## config.mk

```make
export PLATFORM = sky130hd
export DESIGN_NAME = shl_cmd_queue
export DESIGN_NICKNAME = d
export VERILOG_FILES = /design/src/shl_pkg.sv /design/src/shl_cmd_queue.sv
export SDC_FILE = /design/constraint.sdc
export NUM_CORES = 1
export LEC_CHECK = 0
export ABC_AREA = 1
export BUFFER_PORTS_ARGS = -buffer_cell sky130_fd_sc_hd__buf_2
export CAP_MARGIN = 20
export CORE_MARGIN = 4
export CORE_UTILIZATION = 57
export CTS_CLUSTER_SIZE = 30
export DETAILED_ROUTE_END_ITERATION = 6
export PLACE_DENSITY = 0.81
export SLEW_MARGIN = 20
export SYNTH_ARGS = -nofsm -noshare
export SYNTH_HDL_FRONTEND = slang
export SYNTH_SLANG_ARGS = --single-unit
```

## constraint.sdc

```tcl
create_clock -name clk -period 18.3 [get_ports clk]
set_input_delay 3.66 -clock clk [delete_from_list [all_inputs] [get_ports clk]]
set_output_delay 3.66 -clock clk [all_outputs]
set_load 0.01 [all_outputs]
```

## src/shl_pkg.sv

```systemverilog
`timescale 1ns / 1ps

package shl_pkg;

  // Fixed field widths of the channels and the configuration register.
  localparam int OP_W       = 2;
  localparam int NAME_W     = 64;
  localparam int IDX_W      = 11;
  localparam int STATUS_W   = 2;
  localparam int CFG_W      = 10;
  // Widest slot number the table can need (up to 4096 slots).
  localparam int SLOT_MAX_W = 12;
  // Width used for index sums against the user area limits.
  localparam int SUM_W      = 13;
  localparam int HASH_W     = 16;

  // Operation codes of a request.
  localparam logic [OP_W-1:0] OP_FIND   = 2'd0;
  localparam logic [OP_W-1:0] OP_APPEND = 2'd1;
  localparam logic [OP_W-1:0] OP_PERM   = 2'd2;

  // Status codes of a result.
  localparam logic [STATUS_W-1:0] ST_FOUND     = 2'd0;
  localparam logic [STATUS_W-1:0] ST_ADDED     = 2'd1;
  localparam logic [STATUS_W-1:0] ST_OVERFLOW  = 2'd2;
  localparam logic [STATUS_W-1:0] ST_EXHAUSTED = 2'd3;

  typedef enum logic [1:0] {
    CMD_LOOKUP,
    CMD_APPEND,
    CMD_PERM,
    CMD_BAD
  } cmd_kind_t;

  // A classified request, passed from the front end to the back end.
  typedef struct packed {
    cmd_kind_t              kind;
    logic [NAME_W-1:0]      name;
    logic [IDX_W-1:0]       eidx;
    logic [SLOT_MAX_W-1:0]  start;
    logic [SLOT_MAX_W-1:0]  step;
  } cmd_t;

  typedef enum logic [2:0] {
    FR_IDLE,
    FR_HASH,
    FR_DIV1,
    FR_MOD1,
    FR_DIV2,
    FR_MOD2,
    FR_PUSH
  } fr_state_t;

  typedef enum logic [2:0] {
    BK_CLEAR,
    BK_IDLE,
    BK_PROBE,
    BK_SLOT,
    BK_CMP,
    BK_APPEND,
    BK_DONE
  } bk_state_t;

endpackage

```

## src/shl_cmd_queue.sv

```systemverilog
`timescale 1ns / 1ps

module shl_cmd_queue (
  input  logic           clk,
  input  logic           rst_n,
  input  logic           push,
  input  shl_pkg::cmd_t  push_cmd,
  output logic           full,
  input  logic           pop,
  output shl_pkg::cmd_t  pop_cmd,
  output logic           empty
);

  shl_pkg::cmd_t entry_r [2];
  logic          wr_ptr_r;
  logic          rd_ptr_r;
  logic [1:0]    count_r;
  logic          do_push;
  logic          do_pop;

  assign full    = (count_r == 2'd2);
  assign empty   = (count_r == 2'd0);
  assign do_push = push && !full;
  assign do_pop  = pop && !empty;
  assign pop_cmd = entry_r[rd_ptr_r];

  always_ff @(posedge clk) begin
    if (do_push) begin
      entry_r[wr_ptr_r] <= push_cmd;
    end
  end

  always_ff @(posedge clk) begin
    if (!rst_n) begin
      wr_ptr_r <= 1'b0;
      rd_ptr_r <= 1'b0;
      count_r  <= 2'd0;
    end else begin
      if (do_push) wr_ptr_r <= !wr_ptr_r;
      if (do_pop)  rd_ptr_r <= !rd_ptr_r;
      if (do_push && !do_pop) begin
        count_r <= count_r + 2'd1;
      end else if (do_pop && !do_push) begin
        count_r <= count_r - 2'd1;
      end
    end
  end

endmodule

```

==> summary.md, run 1 <==
The tools report the leakage power as 3.88 nW. Buffers inserted during clock tree synthesis total 21. The logs give 0 ns for the setup TNS after final layout and 3,909 for the via count of the routed design. The filler cells instantiated in the layout total 814.

For the pin with the worst max-slew slack, the measured transition is 1.05 ns. The number of buffers inserted by hold repair at cts was 0; the achievable clock frequency was 155 MHz. Once routing completed, OpenROAD measured the worst setup slack at 11.84 ns. The die is 126 um tall. The post-route standard cell area excluding fillers is 9790 um2. The synthesized netlist net count is 458.

The biggest area contributor in the post-synthesis netlist is sky130_fd_sc_hd__edfxtp_1. The tools report the pin count of the biggest net entering global routing as 62. Broken down by cell family, the worst path's largest delay share belongs to flip-flops. The nature of the critical path startpoint is a flip-flop. The final critical delay including setup and external delays was 6.46 ns; the standard cell area after detailed placement was 9110 um2. The worst endpoint data arrival time is 2.80 ns. Counting flops with a built-in enable in the synthesized netlist gives 202. The clock transition time at the flip-flop clock pins of the worst setup and hold paths is 0.06 ns.

For this run the aggregate overflow at the end of global routing stands at 0. The first TritonRoute pass finished after 4 iterations. For the post-synthesis cell count, the log shows 352.

Summing all multi-input logic gate instances after layout gives 1600 um2. The die covers 16,000 um2. For the number of setup violations in the final report, the log shows 0. Post-DP HPWL: 9530 um.

Clock tree synthesis selected as its root buffer the cell sky130_fd_sc_hd__clkbuf_16. The remaining design rule violation count was 0. The tools report the H-tree depth reported by CTS as 1.

Between clock sinks in the finished design, the worst skew comes to 0.0119 ns. After layout, the worst path uses 35.3% of the clock period. Gates resized during post-CTS repair numbered 0.

For the weighted congestion at the end of routability-driven global placement, the log shows 0.779. The logs give 227 for the starting DRC count in detailed routing and 12.24 ns for the worst slack at placement. After floorplanning, the core was divided into 42 placement rows.

The area share of the leading cell type in the synthesized netlist is 76.0%. Counting flops and latches in the post-synthesis netlist gives 207. Once the floorplan was initialized, standard cells occupied 59.3% of the core. After detailed routing, the number of vias per cell comes to 5.10. The antenna cell count is 0. For the number of global-route vias before repair, the log shows 4,149. The count of nets left with antenna violations once routing finished came out at 0. Post-CTS timing repair inserted 0 buffers for setup.

Setup repair after global routing left no endpoint under its margin. Hold is met by 0.508 ns. The area of the core was 13,500 um2. Data required time of the critical path: 14.64 ns. Per-cell routed wire length: 18.5 um. 208 I/O pins were placed. For the post-synthesis cell area, the log shows 7980 um2. Dominant cell by count in the synthesized netlist: sky130_fd_sc_hd__edfxtp_1.

The final-stage net count was 682. Counting flops with an async set or reset pin after synthesis yields a share of 0%. Traced cell by cell, the critical path runs through buf_4 -> mux2_2 -> buf_2. The post-synthesis to final-layout area growth is 22.7%, and the power density over the cells is 139 nW/um2. The reported max-cap violation count is 0, and the die width is 126 um. The worst setup path category is flip-flop to output pin.

The run gives 3 as the number of buffers between clock root and the deepest sink. The number of endpoints with negative hold slack in the final report was 0. For this run, the slowest stage of the critical path takes 0.99 ns. The worst-path maximum fanout was 59. The part of the Yosys area used for sequential elements is 77.3%.

Together, buffers and inverters on the worst path number 2. The first global-routing pass estimated 21,500 um of wire. The Yosys step of the flow raised 0 warnings. The total wire length after detailed routing was 14,100 um. After synthesis, the cell types taking the most area are sky130_fd_sc_hd__edfxtp_1, sky130_fd_sc_hd__mux2_4, sky130_fd_sc_hd__buf_12.

The tools report the worst-case headroom to the max-slew limit as 30.2%. Registers take 6170 um2. Cells with a size suffix above 1 make up 58.6% of the layout. The number of sinks on the clock net came out at 207.

The global-route usage over all layers came out at 17.1%. The largest individual stage delay along the critical path comes from the cell sky130_fd_sc_hd__dfxtp_4. Number of pins with negative max-slew slack in the final report: 0.

The number of antenna violations at the first check in global routing was 0. During placement, the flow inserted port buffers numbering 207. The kind of capture point of the worst setup path was an output pin. Yosys mapped the design onto 16 distinct sky130hd cell types. Each instance of the synthesized netlist takes up on average 22.7 um2. The most used flip-flop cell after synthesis is sky130_fd_sc_hd__edfxtp_1. The commonest cells after synthesis are sky130_fd_sc_hd__edfxtp_1, sky130_fd_sc_hd__mux2_4, sky130_fd_sc_hd__mux2_2, sky130_fd_sc_hd__nor2_1. The run gives 0.47 ns as the later-pin clock latency in the skew report. TritonCTS built the clock tree.

The type of the most critical hold path was flip-flop to flip-flop. The run finished with clean final reports. Across the VDD grid, the largest voltage drop is 0.000103 V.
-- layer usage --
metal  global-route usage [%]  up-vias  share of wire, %
met5                        0        -                 0
met4                     3.85        0               1.8
met3                     4.54       22               9.1
met2                     30.0      181                51
met1                     21.5     1882                38
li1                         -     1824                 -
-- layout make-up --
cell class                      count  share of cell area [%]
Multi-Input combinational cell    125                    16.3
Sequential cell                   207                    63.0
Timing Repair Buffer              212                    11.1
Clock inverter                     15                    1.57
Tap cell                          176                    2.25
Clock buffer                       22                    5.41
Inverter                            9                   0.345
-- kinds of logic (layout without fill, tap and decap cells) --
kind of cell | count (synthesis) | after routing | synth area share (%)
AOI/OAI and AO/OA | 4 | 4 | 0.251
adders and majority gates | 1 | 1 | 0.157
buffers and inverters | 20 | 258 | 2.89
DFF | 207 | 207 | 77.3
muxes | 101 | 101 | 18.5
and+or+nand+nor | 19 | 19 | 0.941
-- final timing paths --
| path | startpoint | to | slack (ns) | depth (start not counted) |
|---|---|---|---|---|
| hold / removal | rd_ptr_r | flip-flop | 0.51 | 2 |
| setup / recovery | flip-flop | pop_cmd[90] | 11.84 | 3 |
| hold reg to reg | rd_ptr_r | flip-flop | 0.51 | 2 |
| setup reg to reg | count_r[0] | entry_r[0][47] | 15.80 | 4 |
-- state kept, by name (all words and copies together), names as in the netlist, named ones only --
signal	flops
rd_ptr_r	1
wr_ptr_r	1
count_r	2
entry_r	202
-- cells in the final DEF (no fill, tap or decap), types with 6 or more instances in the layout --
cell                        Yosys  layout
sky130_fd_sc_hd__mux2_4        90      90
sky130_fd_sc_hd__nand2_1        6       6
sky130_fd_sc_hd__buf_2          1     207
sky130_fd_sc_hd__inv_1          9       9
sky130_fd_sc_hd__clkbuf_16      0      21
sky130_fd_sc_hd__nor2_1        11       9
sky130_fd_sc_hd__mux2_2        11      11
sky130_fd_sc_hd__edfxtp_1     202     202
sky130_fd_sc_hd__clkinv_1       0       6
-- metrics by stage --
step	total power, mW	utilization, %	instances
finish	1.36	72.8	766
CTS	1.38	72.8	766
global route	1.43	72.8	766
global placement	0.946	67.6	728
detailed placement	0.960	67.7	729
floorplan	0.871	-	352
-- worst min-delay path: stages, from the launching register on --
cell and delay, ns:
sky130_fd_sc_hd__dfxtp_1 0.33, sky130_fd_sc_hd__nor2_1 0.06, sky130_fd_sc_hd__nor2_1 0.08
-- power by group --
| group | internal [mW] | switching, mW | leakage, nW |
|---|---|---|---|
| Combinational | 0.161 | 0.148 | 1.63 |
| Clock | 0.252 | 0.163 | 0.325 |
| Sequential | 0.600 | 0.0361 | 1.93 |
(Power assumes the default switching activity.)
==> inputs of run 2 (changes only) <==
- ABC_AREA: 1 -> 0
- CORE_UTILIZATION: 57 -> 52
- PLACE_DENSITY: 0.81 -> 0.75
- clock period: 18.3 -> 6.6 ns (I/O delays scaled with it)
==> summary.md, run 2 <==
The global-route wire length before repair is 21,000 um (-2.2%). The dominant cell by count in the synthesized netlist is sky130_fd_sc_hd__edfxtp_1. Standard cell with the maximum stage delay on the critical path: sky130_fd_sc_hd__dfxtp_4. In the layout the commonest cells are sky130_fd_sc_hd__buf_2, sky130_fd_sc_hd__edfxtp_1, sky130_fd_sc_hd__mux2_1. The post-synthesis to final-layout area growth is 25.6%.

The run finished with clean final reports. In this run the worst hold path is classified as flip-flop to flip-flop. The tools report the synthesized netlist net count as 445 (-2.8%). Ranked by instance count, the synthesized netlist is headed by sky130_fd_sc_hd__edfxtp_1, sky130_fd_sc_hd__mux2_1, sky130_fd_sc_hd__mux2_2. The maximum VDD drop is 0.000250 V (+140%), and the die span in y is 129 um (+1.7%).

The via density per instance came out at 5.09 (-0.16%). The area share of fa/ha/maj cells after synthesis came out at 0.166% (+0.0089 points). The count of port buffers added during placement was 207 (unchanged). The number of pins with negative max-slew slack in the final report came out at 0 (unchanged). The remaining global-route overflow is 0 (unchanged). The worst setup path is captured at an output pin. The number of global-route vias before repair is 4,058 (-2.2%). For the number of top-level pins, the log shows 208 (unchanged). The post-synthesis cell count is 339 (-3.7%). The number of flops mapped to enable cells by yosys is 202 (unchanged).

The share of the core filled with cells was 67.5% (-5.2 points); the largest stage delay on the critical path was 0.73 ns (-0.26 ns). The logs give 9480 um2 (-3.1%) for the post-route standard cell area excluding fillers and 191 (-16%) for the starting DRC count in detailed routing. The tools report the antenna cell count as 0 (unchanged).

In the final layout, the registers with the most flip-flops are entry_r: 202 flops, count_r: 2 flops. sky130_fd_sc_hd__edfxtp_1 takes more of the synthesized area than any other cell. The initial cell density of the core came out at 53.8% (-5.5 points).

Area share of the leading cell type in the synthesized netlist: 80.3% (+4.3 points). Achievable clock frequency: 257 MHz. The xor and xnor fraction of the mapped netlist area was 0.348% (+0.35 points). The logs give 16.2% (-0.85 points) for the global-route usage over all layers and 2 (+2) for the number of antenna violations at the first check in global routing. The worst path uses 58.9% of the clock period. The tools report the number of cells upsized or downsized after cts as 0 (unchanged). The via count of the routed design is 3,867 (-1.1%).

The number of setup violations in the final report came out at 0 (unchanged). TritonCTS built the clock tree. The tools report the clock tree root buffer cell as sky130_fd_sc_hd__clkbuf_16. The tools report the final-stage net count as 669 (-1.9%). The share of post-route cells with drive strength above 1 was 44.6% (-14 points); the clock transition time at the flip-flop clock pins of the worst setup and hold paths was 0.05 ns (about the same). The die width was 129 um (+1.7%). For the area of the core, the log shows 14,000 um2 (+4.4%). The commonest non-fill, non-tap cell in the layout was sky130_fd_sc_hd__buf_2. Ranked by flip-flop count, first place goes to entry_r.

For the number of buffers inserted by hold repair at cts, the log shows 0 (unchanged). The leakage power is 3.58 nW (-7.6%), and the power density over the cells is 391 nW/um2 (+180%). The later-pin clock latency in the skew report is 0.48 ns (about the same). The total of flip-flops plus latches after synthesis works out to 207 (unchanged). The critical path goes through buf_4 -> mux2_1 -> buf_2. The run gives 207 (unchanged) as the number of sinks on the clock net.

The standard cell area after detailed placement was 8740 um2 (-4.0%). For the reported max-cap violation count, the log shows 0 (unchanged). Most used flip-flop cell after synthesis: sky130_fd_sc_hd__edfxtp_1.

The logs give 0 ns (unchanged) for the setup TNS after final layout and 0 (unchanged) for the count of yosys warnings during synthesis. The part of the Yosys area used for sequential elements is 81.7% (+4.4 points). The share of async-settable or async-resettable flops after synthesis was 0% (unchanged). For the length of the first detailed-routing pass in iterations, the log shows 4 (unchanged).

The antenna violation net count after detailed routing is 0 (unchanged), and the pin count of the biggest net entering global routing is 60 (-3.2%). The number of setup buffers added after CTS is 0 (unchanged), and the count of standard-cell rows is 43 (+2.4%). The post-synthesis compound-gate area fraction works out to 0.431% (+0.18 points). The tools report the weighted congestion at the end of routability-driven global placement as 0.775 (-0.45%). Worst setup path category: flip-flop to output pin.

The remaining design rule violation count was 0 (unchanged); the worst-case headroom to the max-slew limit was 42.1% (+12 points). The worst clock skew on the final layout was 0.0131 ns (+0.00123 ns). Share of synthesized cell area in and, or, nand and nor gates: 0.729% (-0.21 points).

The total wire length after detailed routing was 13,700 um (-3.0%); the area of the die was 16,500 um2 (+3.5%). The number of flip-flops under the largest register name was 202 (unchanged); the multiplexer share of the synthesized area was 15.1% (-3.4 points). The number of buffers between clock root and the deepest sink was 3 (unchanged). Worst endpoint data arrival time: 2.56 ns (-0.24 ns). The TritonCTS buffer count was 22 (+4.8%).

The transition time at the pin with the least slew margin came out at 0.866 ns (-0.181 ns). STA classifies the critical path startpoint as a flip-flop. The tools report the number of placed cells counting well taps as 719 (-1.4%).

In the post-synthesis netlist, the biggest area contributors are sky130_fd_sc_hd__edfxtp_1, sky130_fd_sc_hd__mux2_1, sky130_fd_sc_hd__mux2_2. The tools report the post-synthesis cell area as 7550 um2 (-5.4%). Setup repair after global routing left no endpoint under its margin.

The per-instance average area after synthesis was 22.3 um2 (-1.7%); the final critical delay including setup and external delays was 3.88 ns. For the H-tree depth reported by CTS, the log shows 1 (unchanged). The per-cell routed wire length is 18.1 um (-2.1%), and the number of non-filler instances in the completed layout is 759 (-0.91%). The number of endpoints with negative hold slack in the final report was 0 (unchanged); the smallest hold slack was 0.541 ns (+0.0327 ns).

The logs give 23 (+7) for the distinct cell type count of the synthesized netlist and 5.28 ns (-9.36 ns) for the data required time of the critical path. The run gives 9200 um (-3.5%) as the post-DP HPWL. By area, the combinational part of the netlist is dominated by multiplexers.

The worst-path maximum fanout is 58 (-1.7%).
==> run 2: changes by cell type after synthesis, sizes merged, moves of 2 or more <==
cell    delta
nor2       -9
inv        -7
a21boi     +2
xnor2      +2
nand2      -6
and2       +3
==> run 2: logic make-up (layout without fill, tap and decap cells) <==
kind of cell,after synthesis,after routing
DFF,207,207
adders and majority gates,1,1
and+or+nand+nor,9,9
buffers and inverters,13,253
xor gates and xnor gates,3,3
AOI/OAI and AO/OA,5,5
muxes,101,101
==> run 2: path summary, 6_finish.rpt <==
path                            cells after the start              to  slack (ns)       start
worst max-delay path                                3     pop_cmd[30]        2.72   flip-flop
worst min-delay path                                2      count_r[1]        0.54  count_r[1]
worst max register to register                      3  entry_r[1][39]        4.21  count_r[0]
worst min register to register                      2      count_r[1]        0.54  count_r[1]
==> run 2: metal layers <==
layer  share of wire (%)  up-vias  GRT usage (%)
li1                    -     1797              -
met1                  39     1895           20.5
met2                  50      151           27.4
met3                 9.8       20           5.44
met4                 1.3        4           4.01
met5                0.21        -              0
==> run 2: worst max-delay path, delay by kind of cell (launching register included) <==
family / cells / cell delay (ns)
muxes: 1 / 0.42
DFF: 1 / 0.73
buffers and inverters: 2 / 0.88
==> run 2: stage by stage <==
stage	setup WS, ns	power, mW
6_report	2.72	3.71
5_1_grt	2.55	3.89
4_1_cts	2.65	3.76
3_5_place_dp	3.19	2.55
3_3_place_gp	3.18	2.53
2_1_floorplan	0.746	2.26
==> run 2: final cells by class <==
type,instances,area [um2]
multi-input combinational,119,1270
tap,180,225
sequential,207,6170
clock inverter,8,90.1
timing repair buffer,211,1070
clock buffer,32,649
inverter,2,7.51
fill,962,4560
==> run 2: where the power goes <==
group | total (mW) | internal [mW] | switching [mW]
registers | 1.73 | 1.65 | 0.0778
logic | 0.773 | 0.341 | 0.432
clock network | 1.20 | 0.759 | 0.446
total | 3.71 | 2.75 | 0.956
