**src/shl_pkg.sv**
```systemverilog
`timescale 1ns / 1ps

package shl_pkg;

  // Fixed field widths of the channels and the configuration register.
  localparam int OP_W       = 2;
  localparam int NAME_W     = 64;
  localparam int IDX_W      = 11;
  localparam int STATUS_W   = 2;
  localparam int CFG_W      = 10;
  // Widest slot number the table can need (up to 4096 slots).
  localparam int SLOT_MAX_W = 12;
  // Width used for index sums against the user area limits.
  localparam int SUM_W      = 13;
  localparam int HASH_W     = 16;

  // Operation codes of a request.
  localparam logic [OP_W-1:0] OP_FIND   = 2'd0;
  localparam logic [OP_W-1:0] OP_APPEND = 2'd1;
  localparam logic [OP_W-1:0] OP_PERM   = 2'd2;

  // Status codes of a result.
  localparam logic [STATUS_W-1:0] ST_FOUND     = 2'd0;
  localparam logic [STATUS_W-1:0] ST_ADDED     = 2'd1;
  localparam logic [STATUS_W-1:0] ST_OVERFLOW  = 2'd2;
  localparam logic [STATUS_W-1:0] ST_EXHAUSTED = 2'd3;

  typedef enum logic [1:0] {
    CMD_LOOKUP,
    CMD_APPEND,
    CMD_PERM,
    CMD_BAD
  } cmd_kind_t;

  // A classified request, passed from the front end to the back end.
  typedef struct packed {
    cmd_kind_t              kind;
    logic [NAME_W-1:0]      name;
    logic [IDX_W-1:0]       eidx;
    logic [SLOT_MAX_W-1:0]  start;
    logic [SLOT_MAX_W-1:0]  step;
  } cmd_t;

  typedef enum logic [2:0] {
    FR_IDLE,
    FR_HASH,
    FR_DIV1,
    FR_MOD1,
    FR_DIV2,
    FR_MOD2,
    FR_PUSH
  } fr_state_t;

  typedef enum logic [2:0] {
    BK_CLEAR,
    BK_IDLE,
    BK_PROBE,
    BK_SLOT,
    BK_CMP,
    BK_APPEND,
    BK_DONE
  } bk_state_t;

endpackage

```
**src/shl_in_if.sv**
```systemverilog
`timescale 1ns / 1ps

interface shl_in_if;
  logic                        valid;
  logic                        ready;
  logic [shl_pkg::OP_W-1:0]    op;
  logic [shl_pkg::NAME_W-1:0]  name;
  logic [shl_pkg::IDX_W-1:0]   entry_index;

  modport source (output valid, output op, output name, output entry_index, input ready);
  modport sink   (input valid, input op, input name, input entry_index, output ready);
endinterface

```
**src/shl_front.sv**
```systemverilog
`timescale 1ns / 1ps

module shl_front #(
  parameter int TABLE_SIZE  = 1553,
  parameter int ENTRY_COUNT = 2048
) (
  input  logic              clk,
  input  logic              rst_n,
  shl_in_if.sink            in_chan,
  input  logic              hold,
  input  logic              full,
  output logic              push,
  output shl_pkg::cmd_t     cmd
);

  localparam int HW = shl_pkg::HASH_W;
  localparam int PW = HW + 32;
  // Rounded-up reciprocal; exact quotients for any 16-bit dividend.
  localparam longint unsigned RECIP_L =
    ((64'd1 << 32) + 64'(TABLE_SIZE) - 64'd1) / 64'(TABLE_SIZE);
  localparam logic [31:0] RECIP = 32'(RECIP_L);

  function automatic logic [shl_pkg::NAME_W-1:0] cut_name(input logic [shl_pkg::NAME_W-1:0] nm);
    logic [shl_pkg::NAME_W-1:0] keep;
    logic                       stop;
    keep = '0;
    stop = 1'b0;
    for (int i = 0; i < 8; i++) begin
      if (nm[8*i +: 8] == 8'd0) stop = 1'b1;
      if (!stop) keep[8*i +: 8] = nm[8*i +: 8];
    end
    return keep;
  endfunction

  function automatic logic [HW-1:0] name_hash(input logic [shl_pkg::NAME_W-1:0] nm);
    logic [HW-1:0] h;
    logic          stop;
    h = '0;
    stop = 1'b0;
    for (int i = 0; i < 8; i++) begin
      if (nm[8*i +: 8] == 8'd0) stop = 1'b1;
      if (!stop) begin
        h = h + {8'd0, nm[8*i +: 8]};
        h = {h[7:0], h[15:8]};
      end
    end
    return h;
  endfunction

  shl_pkg::fr_state_t state_r, state_nxt;

  logic [shl_pkg::OP_W-1:0]       op_r;
  logic [shl_pkg::NAME_W-1:0]     name_r;
  logic [shl_pkg::IDX_W-1:0]      eidx_r;
  logic [HW-1:0]                  x_r;
  logic [PW-1:0]                  prod_r;
  logic [shl_pkg::SLOT_MAX_W-1:0] start_r;
  logic [shl_pkg::SLOT_MAX_W-1:0] step_r;

  logic [HW-1:0] quo;
  logic [HW-1:0] rem;
  logic          accept;

  // Remainder from the registered quotient: one constant multiply and a subtract.
  assign quo = prod_r[PW-1 -: HW];
  assign rem = x_r - HW'(32'(quo) * 32'(TABLE_SIZE));

  assign accept = in_chan.valid && in_chan.ready;

  always_comb begin
    state_nxt = state_r;
    unique case (state_r)
      shl_pkg::FR_IDLE: if (accept) state_nxt = shl_pkg::FR_HASH;
      shl_pkg::FR_HASH: state_nxt = shl_pkg::FR_DIV1;
      shl_pkg::FR_DIV1: state_nxt = shl_pkg::FR_MOD1;
      shl_pkg::FR_MOD1: state_nxt = shl_pkg::FR_DIV2;
      shl_pkg::FR_DIV2: state_nxt = shl_pkg::FR_MOD2;
      shl_pkg::FR_MOD2: state_nxt = shl_pkg::FR_PUSH;
      shl_pkg::FR_PUSH: if (!full) state_nxt = shl_pkg::FR_IDLE;
      default:          state_nxt = shl_pkg::FR_IDLE;
    endcase
  end

  always_comb begin
    in_chan.ready = (state_r == shl_pkg::FR_IDLE) && !hold;
    push          = (state_r == shl_pkg::FR_PUSH) && !full;
  end

  always_comb begin
    cmd.name  = name_r;
    cmd.eidx  = eidx_r;
    cmd.start = start_r;
    cmd.step  = step_r;
    unique case (op_r)
      shl_pkg::OP_FIND:   cmd.kind = shl_pkg::CMD_LOOKUP;
      shl_pkg::OP_APPEND: cmd.kind = shl_pkg::CMD_APPEND;
      shl_pkg::OP_PERM: begin
        if (shl_pkg::SUM_W'(eidx_r) >= shl_pkg::SUM_W'(ENTRY_COUNT)) begin
          cmd.kind = shl_pkg::CMD_BAD;
        end else begin
          cmd.kind = shl_pkg::CMD_PERM;
        end
      end
      default:            cmd.kind = shl_pkg::CMD_BAD;
    endcase
  end

  always_ff @(posedge clk) begin
    if (!rst_n) begin
      state_r <= shl_pkg::FR_IDLE;
    end else begin
      state_r <= state_nxt;
    end
  end

  always_ff @(posedge clk) begin
    unique case (state_r)
      shl_pkg::FR_IDLE: begin
        if (accept) begin
          op_r   <= in_chan.op;
          name_r <= in_chan.name;
          eidx_r <= in_chan.entry_index;
        end
      end
      shl_pkg::FR_HASH: begin
        name_r <= cut_name(name_r);
        x_r    <= name_hash(name_r);
      end
      shl_pkg::FR_DIV1, shl_pkg::FR_DIV2: begin
        prod_r <= PW'(x_r) * PW'(RECIP);
      end
      shl_pkg::FR_MOD1: begin
        start_r <= shl_pkg::SLOT_MAX_W'(rem);
        x_r     <= quo;
      end
      shl_pkg::FR_MOD2: begin
        step_r <= shl_pkg::SLOT_MAX_W'(rem);
      end
      shl_pkg::FR_PUSH: begin
      end
      default: begin
      end
    endcase
  end

endmodule

```
**src/flat_wrapper.sv**
```systemverilog
// flat-port wrapper written by rule: the top's interface ports become plain ports
module shl_front_flat 
#(
  parameter int TABLE_SIZE  = 1553,
  parameter int ENTRY_COUNT = 2048
)
  (clk, rst_n, hold, full, push, cmd, in_chan_valid, in_chan_op, in_chan_name, in_chan_entry_index, in_chan_ready);
  shl_in_if in_chan_i ();
  input  logic clk;
  input  logic rst_n;
  input  logic hold;
  input  logic full;
  output logic push;
  output shl_pkg::cmd_t cmd;
  input wire logic [$bits(in_chan_i.valid)-1:0] in_chan_valid;
  input wire logic [$bits(in_chan_i.op)-1:0] in_chan_op;
  input wire logic [$bits(in_chan_i.name)-1:0] in_chan_name;
  input wire logic [$bits(in_chan_i.entry_index)-1:0] in_chan_entry_index;
  output wire logic [$bits(in_chan_i.ready)-1:0] in_chan_ready;
  assign in_chan_i.valid = in_chan_valid;
  assign in_chan_i.op = in_chan_op;
  assign in_chan_i.name = in_chan_name;
  assign in_chan_i.entry_index = in_chan_entry_index;
  assign in_chan_ready = in_chan_i.ready;
  shl_front #(.TABLE_SIZE(TABLE_SIZE), .ENTRY_COUNT(ENTRY_COUNT)) u_core (.clk(clk), .rst_n(rst_n), .in_chan(in_chan_i), .hold(hold), .full(full), .push(push), .cmd(cmd));
endmodule
```
**config.mk**
```make
export PLATFORM = sky130hd
export DESIGN_NAME = shl_front_flat
export DESIGN_NICKNAME = d
export VERILOG_FILES = /design/src/shl_pkg.sv /design/src/shl_in_if.sv /design/src/shl_front.sv /design/src/flat_wrapper.sv
export SDC_FILE = /design/constraint.sdc
export NUM_CORES = 1
export LEC_CHECK = 0
export CAP_MARGIN = 5
export CORE_ASPECT_RATIO = 1.25
export CORE_UTILIZATION = 60
export DETAILED_ROUTE_END_ITERATION = 16
export DONT_BUFFER_PORTS = 1
export GPL_ROUTABILITY_DRIVEN = 0
export PLACE_DENSITY = 0.81
export SETUP_SLACK_MARGIN = 0.05
export SLEW_MARGIN = 20
export SYNTH_ARGS = -nofsm -noshare
export SYNTH_HDL_FRONTEND = slang
export SYNTH_SLANG_ARGS = --single-unit
```
**constraint.sdc**
```tcl
create_clock -name clk -period 37 [get_ports clk]
set_clock_uncertainty 0.2 [all_clocks]
set_input_delay 7.4 -clock clk [delete_from_list [all_inputs] [get_ports clk]]
set_output_delay 7.4 -clock clk [all_outputs]
set_load 0.05 [all_outputs]
```
==> results.rst, run 1 <==
.. list-table::
   :header-rows: 1

   * - Metric
     - Value
   * - Result of the run
     - completed
   * - Core area
     - 24,700 um^2
   * - Worst slack at placement
     - 21.57 ns
   * - H-tree level count
     - 4
   * - Final clock period utilization by the worst path
     - 0.420
   * - Grt ovf
     - 0
   * - Launch point of the worst reg-to-reg path
     - u_core.name_r[12]
   * - Number of cells after detailed placement
     - 1,875
   * - Worst-path maximum fanout
     - 16
   * - Wire length of the first global-routing pass
     - 62,300 um
   * - Length of routed wiring on met1
     - 13,700 um
   * - Total inserted antenna cells
     - 0
   * - Cell area after synthesis
     - about 15,000 um^2
   * - Initial Utilization
     - 0.615
   * - Maximum Capacitance Violations
     - 0
   * - Number of standard cells after synthesis
     - 1,580
   * - Die extent in y
     - 180 um
   * - Final cell count without fillers
     - 1,907
   * - Final worst-path setup slack
     - 21.47 ns
   * - Number of buffers inserted during clock tree synthesis
     - 17
   * - Final Critical Period
     - 15.53 ns
   * - Die area
     - 25,900 um^2
   * - Transition time of the tightest slew-check pin
     - 1.12 ns
   * - Top-level I/O count
     - 185
   * - Unrepaired setup endpoints after global routing
     - no
   * - DIE WIDTH
     - roughly 140 um
   * - Synth Flop Type
     - edfxtp_1
   * - Num rows
     - 64
   * - Met3 Wirelength
     - between 2000 and 3000 um
   * - Flops & latches, synth
     - 126
   * - Top cell by count, worst path
     - a21oi_1
   * - Antenna violations before repair
     - 0
   * - Clock slew seen by the registers of the worst setup and hold paths
     - around 0.06 ns
   * - Launch point of the worst path
     - u_core.name_r[12]
   * - Average cell area after synthesis
     - 9.61 um^2
   * - Final max-slew violation count
     - 0
   * - EDFF count, synth
     - 123
   * - Distinct cells, synth
     - 88
   * - Final wirelength
     - 38,600 um
   * - Hold crit path type
     - reg -> reg
   * - CTS Sinks
     - 126
   * - WP data arrival
     - 15.62 ns
   * - Drt initial violations
     - between 1,000 and 1,500
   * - Drc violations
     - 0
   * - Commonest cells after routing, fill and taps aside
     - ha_1, inv_1, edfxtp_1
   * - Final hold violations
     - 0
   * - Vias per cell
     - 6.40
   * - Hold bufs inserted after CTS
     - 0
   * - Via count of the routed design
     - 12,200
   * - Buffer levels on the longest clock path
     - 2
   * - Uppermost layer routed
     - met4
   * - Number of post-CTS setup repair buffers
     - 0
   * - Async set or reset register ratio after synthesis
     - 0
   * - Number of global-route vias before repair
     - 12,700
   * - Delay of the slowest cell on the worst path
     - 0.71 ns
   * - Part of the Yosys area used for sequential elements
     - 0.247
   * - Required @ worst endpoint
     - 37.09 ns
   * - Relative max-transition margin
     - 0.248
   * - Overall routing resource usage
     - 0.310
   * - Commonest non-fill, non-tap cell in the layout
     - ha_1
   * - Highest Clock Rate
     - between 0.06 and 0.07 GHz
   * - Area growth, synth to finish
     - 5.74%
   * - Half-perimeter wire length of the detailed placement result
     - 31,100 um
   * - Kind of end point of the critical path
     - register
   * - Critical setup path kind
     - reg -> reg
   * - Synth Warn #
     - 0
   * - Fin Setup TNS
     - 0 ns
   * - Clock latency reported for the late side of the worst-skew pair
     - 0.44 ns
   * - Root Buffer Master
     - clkbuf_16
   * - Net count after synthesis
     - 1,991
   * - Ratio of cells with drive above 1 in the final layout
     - 0.0564
   * - Number of cells upsized or downsized after cts
     - 0
   * - Setup crit start kind
     - register
   * - Mean routed wirelength per cell
     - 20.3 um
   * - Final layout net count
     - just under 2,000
   * - Largest net degree at the start of global routing
     - 65
   * - Number of iterations in the first detailed-routing pass
     - 6
   * - Number of failing setup endpoints in the final timing report
     - 0
   * - Clock tree from TritonCTS
     - yes
   * - Library cell contributing the largest single delay on the critical path
     - edfxtp_1
   * - Met2 Wirelength
     - 19,700 um
   * - Number of port buffers
     - 0
   * - Hold Path Origin
     - u_core.state_r[0]
   * - Number of nets still failing antenna checks after routing
     - 0
-- layer usage --
layer  global-route usage  up-vias
li1                     -     5607
met3               0.0629      199
met4                0.205        0
met5                    0        -
met2                0.545      593
met1                0.332     5809
-- flip-flops by register name, summed over array words and instances, names as in the netlist --
name and count:
u_core.start_r 12, u_core.eidx_r 11, u_core.state_r 3, u_core.prod_r 6, u_core.step_r 12, u_core.op_r 2, u_core.name_r 64, u_core.x_r 16
-- path summary, 6_finish.rpt --
kind                                           to  slack, ns  cells after the start
worst max-delay path               u_core.x_r[15]      21.47                     61
worst min-delay path            u_core.state_r[1]       0.42                      2
worst max register to register     u_core.x_r[15]      21.47                     61
worst min register to register  u_core.state_r[1]       0.42                      2
-- critical path: cells and delay by family, from the launching register on --
family | cells | cell delay [ns]
AO/OA/AOI/OAI | 27 | 6.90
AND/OR/NAND/NOR | 16 | 3.57
adder cells (fa/ha/maj) | 6 | 2.21
flip-flops | 1 | 0.71
XOR/XNOR | 5 | 0.69
multiplexers | 4 | 0.68
buffers and inverters | 3 | 0.38
-- synth_stat cells (19+ instances only) --
master      n  share of area
clkbuf_1   33         0.0082
a21oi_1    76          0.025
o21ai_0    68          0.022
nand3_1    21         0.0069
ha_1      236           0.19
a31oi_1    19         0.0078
a211oi_1   28          0.014
nand2_1    71          0.018
o211ai_1   19         0.0094
nor2b_1    78          0.032
edfxtp_1  123           0.24
nor3_1     32          0.011
a21o_1     25          0.012
nor2_1     97          0.024
xor2_1     31          0.018
inv_1     192          0.047
fa_1       93           0.12
xnor2_1    54          0.031
-- logic make-up (layout without fill, tap and decap cells) --
| group | Yosys count | count (layout) | synth area share |
|---|---|---|---|
| DFF | 126 | 126 | 0.247 |
| muxes | 14 | 14 | 0.00948 |
| xor gates and xnor gates | 85 | 85 | 0.0490 |
| adders and majority gates | 329 | 329 | 0.317 |
| and+or+nand+nor | 428 | 428 | 0.155 |
| AOI/OAI and AO/OA | 361 | 361 | 0.161 |
| buffers and inverters | 237 | 234 | 0.0609 |
-- cell type report --
type / instances / area (um^2)
sequential: 126 / 3750
timing repair buffer: 10 / 75.1
inverter: 192 / 721
clock buffer: 18 / 439
fill: 1954 / 8610
tap: 330 / 413
clock inverter: 14 / 134
multi-input combinational: 1217 / 10500
-- through the flow --
stage          hold slack [ns]   util  instance area [um^2]
2_1_floorplan            0.407      -                 15200
3_3_place_gp             0.382  0.628                 15500
3_5_place_dp             0.399  0.628                 15500
4_1_cts                  0.412  0.651                 16100
5_1_grt                  0.458  0.651                 16100
6_report                 0.424  0.651                 16100
Power of run 1 is left out: the tool's default activity adds up to more than one toggle a clock period on the data nets, which glitch-free logic cannot reach.
==> run 2, diff against run 1 <==
- PLACE_DENSITY: 0.81 -> 0.84
- clock period: 37 -> 14.23 ns (I/O delays scaled with it)
==> run 2 against run 1 <==
Global-route usage is 1.4 points higher. Register-to-register slack worse by 21 ns. Die area stayed put. Sequential share of layout area is 0.41 points lower. Via count is 4.0% higher. Flip-flop and latch count stayed put. Worst hold slack worse by 0.022 ns. Critical path depth is 1 lower. Critical endpoint is now u_core.x_r[4].
==> results.rst, run 2 (synthesis results as in run 1) <==
.. list-table::
   :header-rows: 1

   * - Metric
     - Value
   * - Total inserted antenna cells
     - 0 (unchanged)
   * - Die area
     - 25,900 um^2 (unchanged)
   * - Relative max-transition margin
     - 0.239 (-0.00847)
   * - Number of buffers inserted during clock tree synthesis
     - 17 (unchanged)
   * - Core area
     - 24,700 um^2 (unchanged)
   * - Highest Clock Rate
     - 0.0739 GHz (+15%)
   * - Overall routing resource usage
     - 0.324 (+0.0135)
   * - Half-perimeter wire length of the detailed placement result
     - 32,300 um (+3.7%)
   * - Clock latency reported for the late side of the worst-skew pair
     - 0.44 ns (about the same)
   * - Drt initial violations
     - 1,254 (+15%)
   * - Commonest non-fill, non-tap cell in the layout
     - ha_1
   * - Mean routed wirelength per cell
     - 21.3 um (+5.0%)
   * - Setup crit start kind
     - register
   * - Commonest cells after routing, fill and taps aside
     - ha_1, inv_1, edfxtp_1
   * - Hold crit path type
     - reg -> reg
   * - CTS Sinks
     - 126 (unchanged)
   * - Final wirelength
     - 41,000 um (+6.2%)
   * - Initial Utilization
     - 0.615 (unchanged)
   * - Ratio of cells with drive above 1 in the final layout
     - 0.0794 (+0.0229)
   * - WP data arrival
     - 13.50 ns (-2.12 ns)
   * - Largest net degree at the start of global routing
     - 68 (+4.6%)
   * - Number of iterations in the first detailed-routing pass
     - 9 (+3)
   * - Number of nets still failing antenna checks after routing
     - 0 (unchanged)
   * - Maximum Capacitance Violations
     - 0 (unchanged)
   * - Number of buffer and inverter instances along the worst setup path
     - 4 (+1)
   * - Final Critical Period
     - 13.53 ns (-2.00 ns)
   * - Worst-path maximum fanout
     - 13 (-3)
   * - Critical setup path kind
     - reg -> reg
   * - Via count of the routed design
     - 12,700 (+4.0%)
   * - Delay of the slowest cell on the worst path
     - 0.62 ns (-0.09 ns)
   * - Result of the run
     - completed
   * - Biggest regs
     - u_core.name_r (64), u_core.x_r (16)
   * - Final clock period utilization by the worst path
     - 0.951 (+0.531)
   * - Cell family with the largest share of critical-path delay
     - compound AO/OA/AOI/OAI gates
   * - Worst hold slack
     - 0.402 ns (-0.0223 ns)
   * - Register with the most flip-flops
     - u_core.name_r
   * - Number of port buffers
     - 0 (unchanged)
   * - Antenna violations before repair
     - 0 (unchanged)
   * - Area growth, synth to finish
     - 7.64%
   * - Grt ovf
     - 0 (unchanged)
   * - Final hold violations
     - 0 (unchanged)
   * - Kind of end point of the critical path
     - register
   * - Top-level I/O count
     - 185 (unchanged)
   * - Clock slew seen by the registers of the worst setup and hold paths
     - 0.06 ns (about the same)
   * - Number of global-route vias before repair
     - 13,100 (+2.7%)
   * - Final max-slew violation count
     - 0 (unchanged)
   * - Library cell contributing the largest single delay on the critical path
     - or4_1
   * - H-tree level count
     - 4 (unchanged)
   * - Wire length of the first global-routing pass
     - 64,700 um (+3.8%)
   * - Drc violations
     - 0 (unchanged)
   * - Clock tree from TritonCTS
     - yes
   * - Hold bufs inserted after CTS
     - 0 (unchanged)
   * - Num rows
     - 64 (unchanged)
   * - Transition time of the tightest slew-check pin
     - 1.14 ns (+0.0126 ns)
   * - Buffer levels on the longest clock path
     - 2 (unchanged)
   * - Final layout net count
     - 1,998 (+1.2%)
   * - Vias per cell
     - 6.58 (+2.8%)
   * - Flip-flop count of the largest register, all copies and words added
     - 64 (unchanged)
   * - DIE WIDTH
     - 144 um (unchanged)
   * - Die extent in y
     - 180 um (unchanged)
   * - Required @ worst endpoint
     - 14.19 ns (-22.90 ns)
   * - Root Buffer Master
     - clkbuf_16
   * - Number of failing setup endpoints in the final timing report
     - 0 (unchanged)
-- run 2: metrics by stage --
step	area (um^2)	std cells	worst slack [ns]	utilization	TNS (ns)
4_1_cts	16200	1916	0.146	0.655	0
6_report	16300	1930	0.698	0.662	0
3_5_place_dp	15500	1884	-0.0909	0.630	-0.317
2_1_floorplan	15200	1580	1.63	-	0
3_3_place_gp	15500	1884	0.637	0.630	0
5_1_grt	16300	1930	-0.0366	0.662	-0.0732
-- run 2: worst min-delay path: stages (launching register included) --
cell and delay (ns):
dfxtp_1 0.40, nand2_1 0.10, a21oi_1 0.06
-- run 2: final timing paths --
kind,endpoint,depth (start not counted),slack [ns],from
max,u_core.x_r[4],60,0.70,u_core.name_r[13]
max reg2reg,u_core.x_r[4],60,0.70,u_core.name_r[13]
min,u_core.state_r[1],2,0.40,u_core.state_r[0]
min reg2reg,u_core.state_r[1],2,0.40,u_core.state_r[0]
-- run 2: layout make-up --
| type | count | area (um^2) |
|---|---|---|
| clock inverters | 13 | 151 |
| inverters | 192 | 721 |
| flip-flops and latches | 126 | 3750 |
| clock buffers | 19 | 453 |
| repair buffers | 33 | 248 |
| fillers | 1867 | 8320 |
| multi-input cells | 1217 | 10600 |
| well taps | 330 | 413 |
-- run 2: repair_timing --
item / CTS / global route
endpoints found under the setup margin: 10 / 14
pin swaps: 0 / 7
hold endpoints to repair: 0 / 0
resized for setup: 4 / 19
buffers inserted: 0 / 14
-- run 2: routing by layer --
metal / global-route usage / routed length, um / up-vias / part of all wire
met4: 0.235 / 3070 / 0 / 0.075
met1: 0.326 / 13900 / 5975 / 0.34
met3: 0.0863 / 3480 / 262 / 0.085
met2: 0.568 / 20600 / 793 / 0.50
li1: - / - / 5667 / -
met5: 0 / 0 / - / 0
Power of run 2 is left out for the same reason.
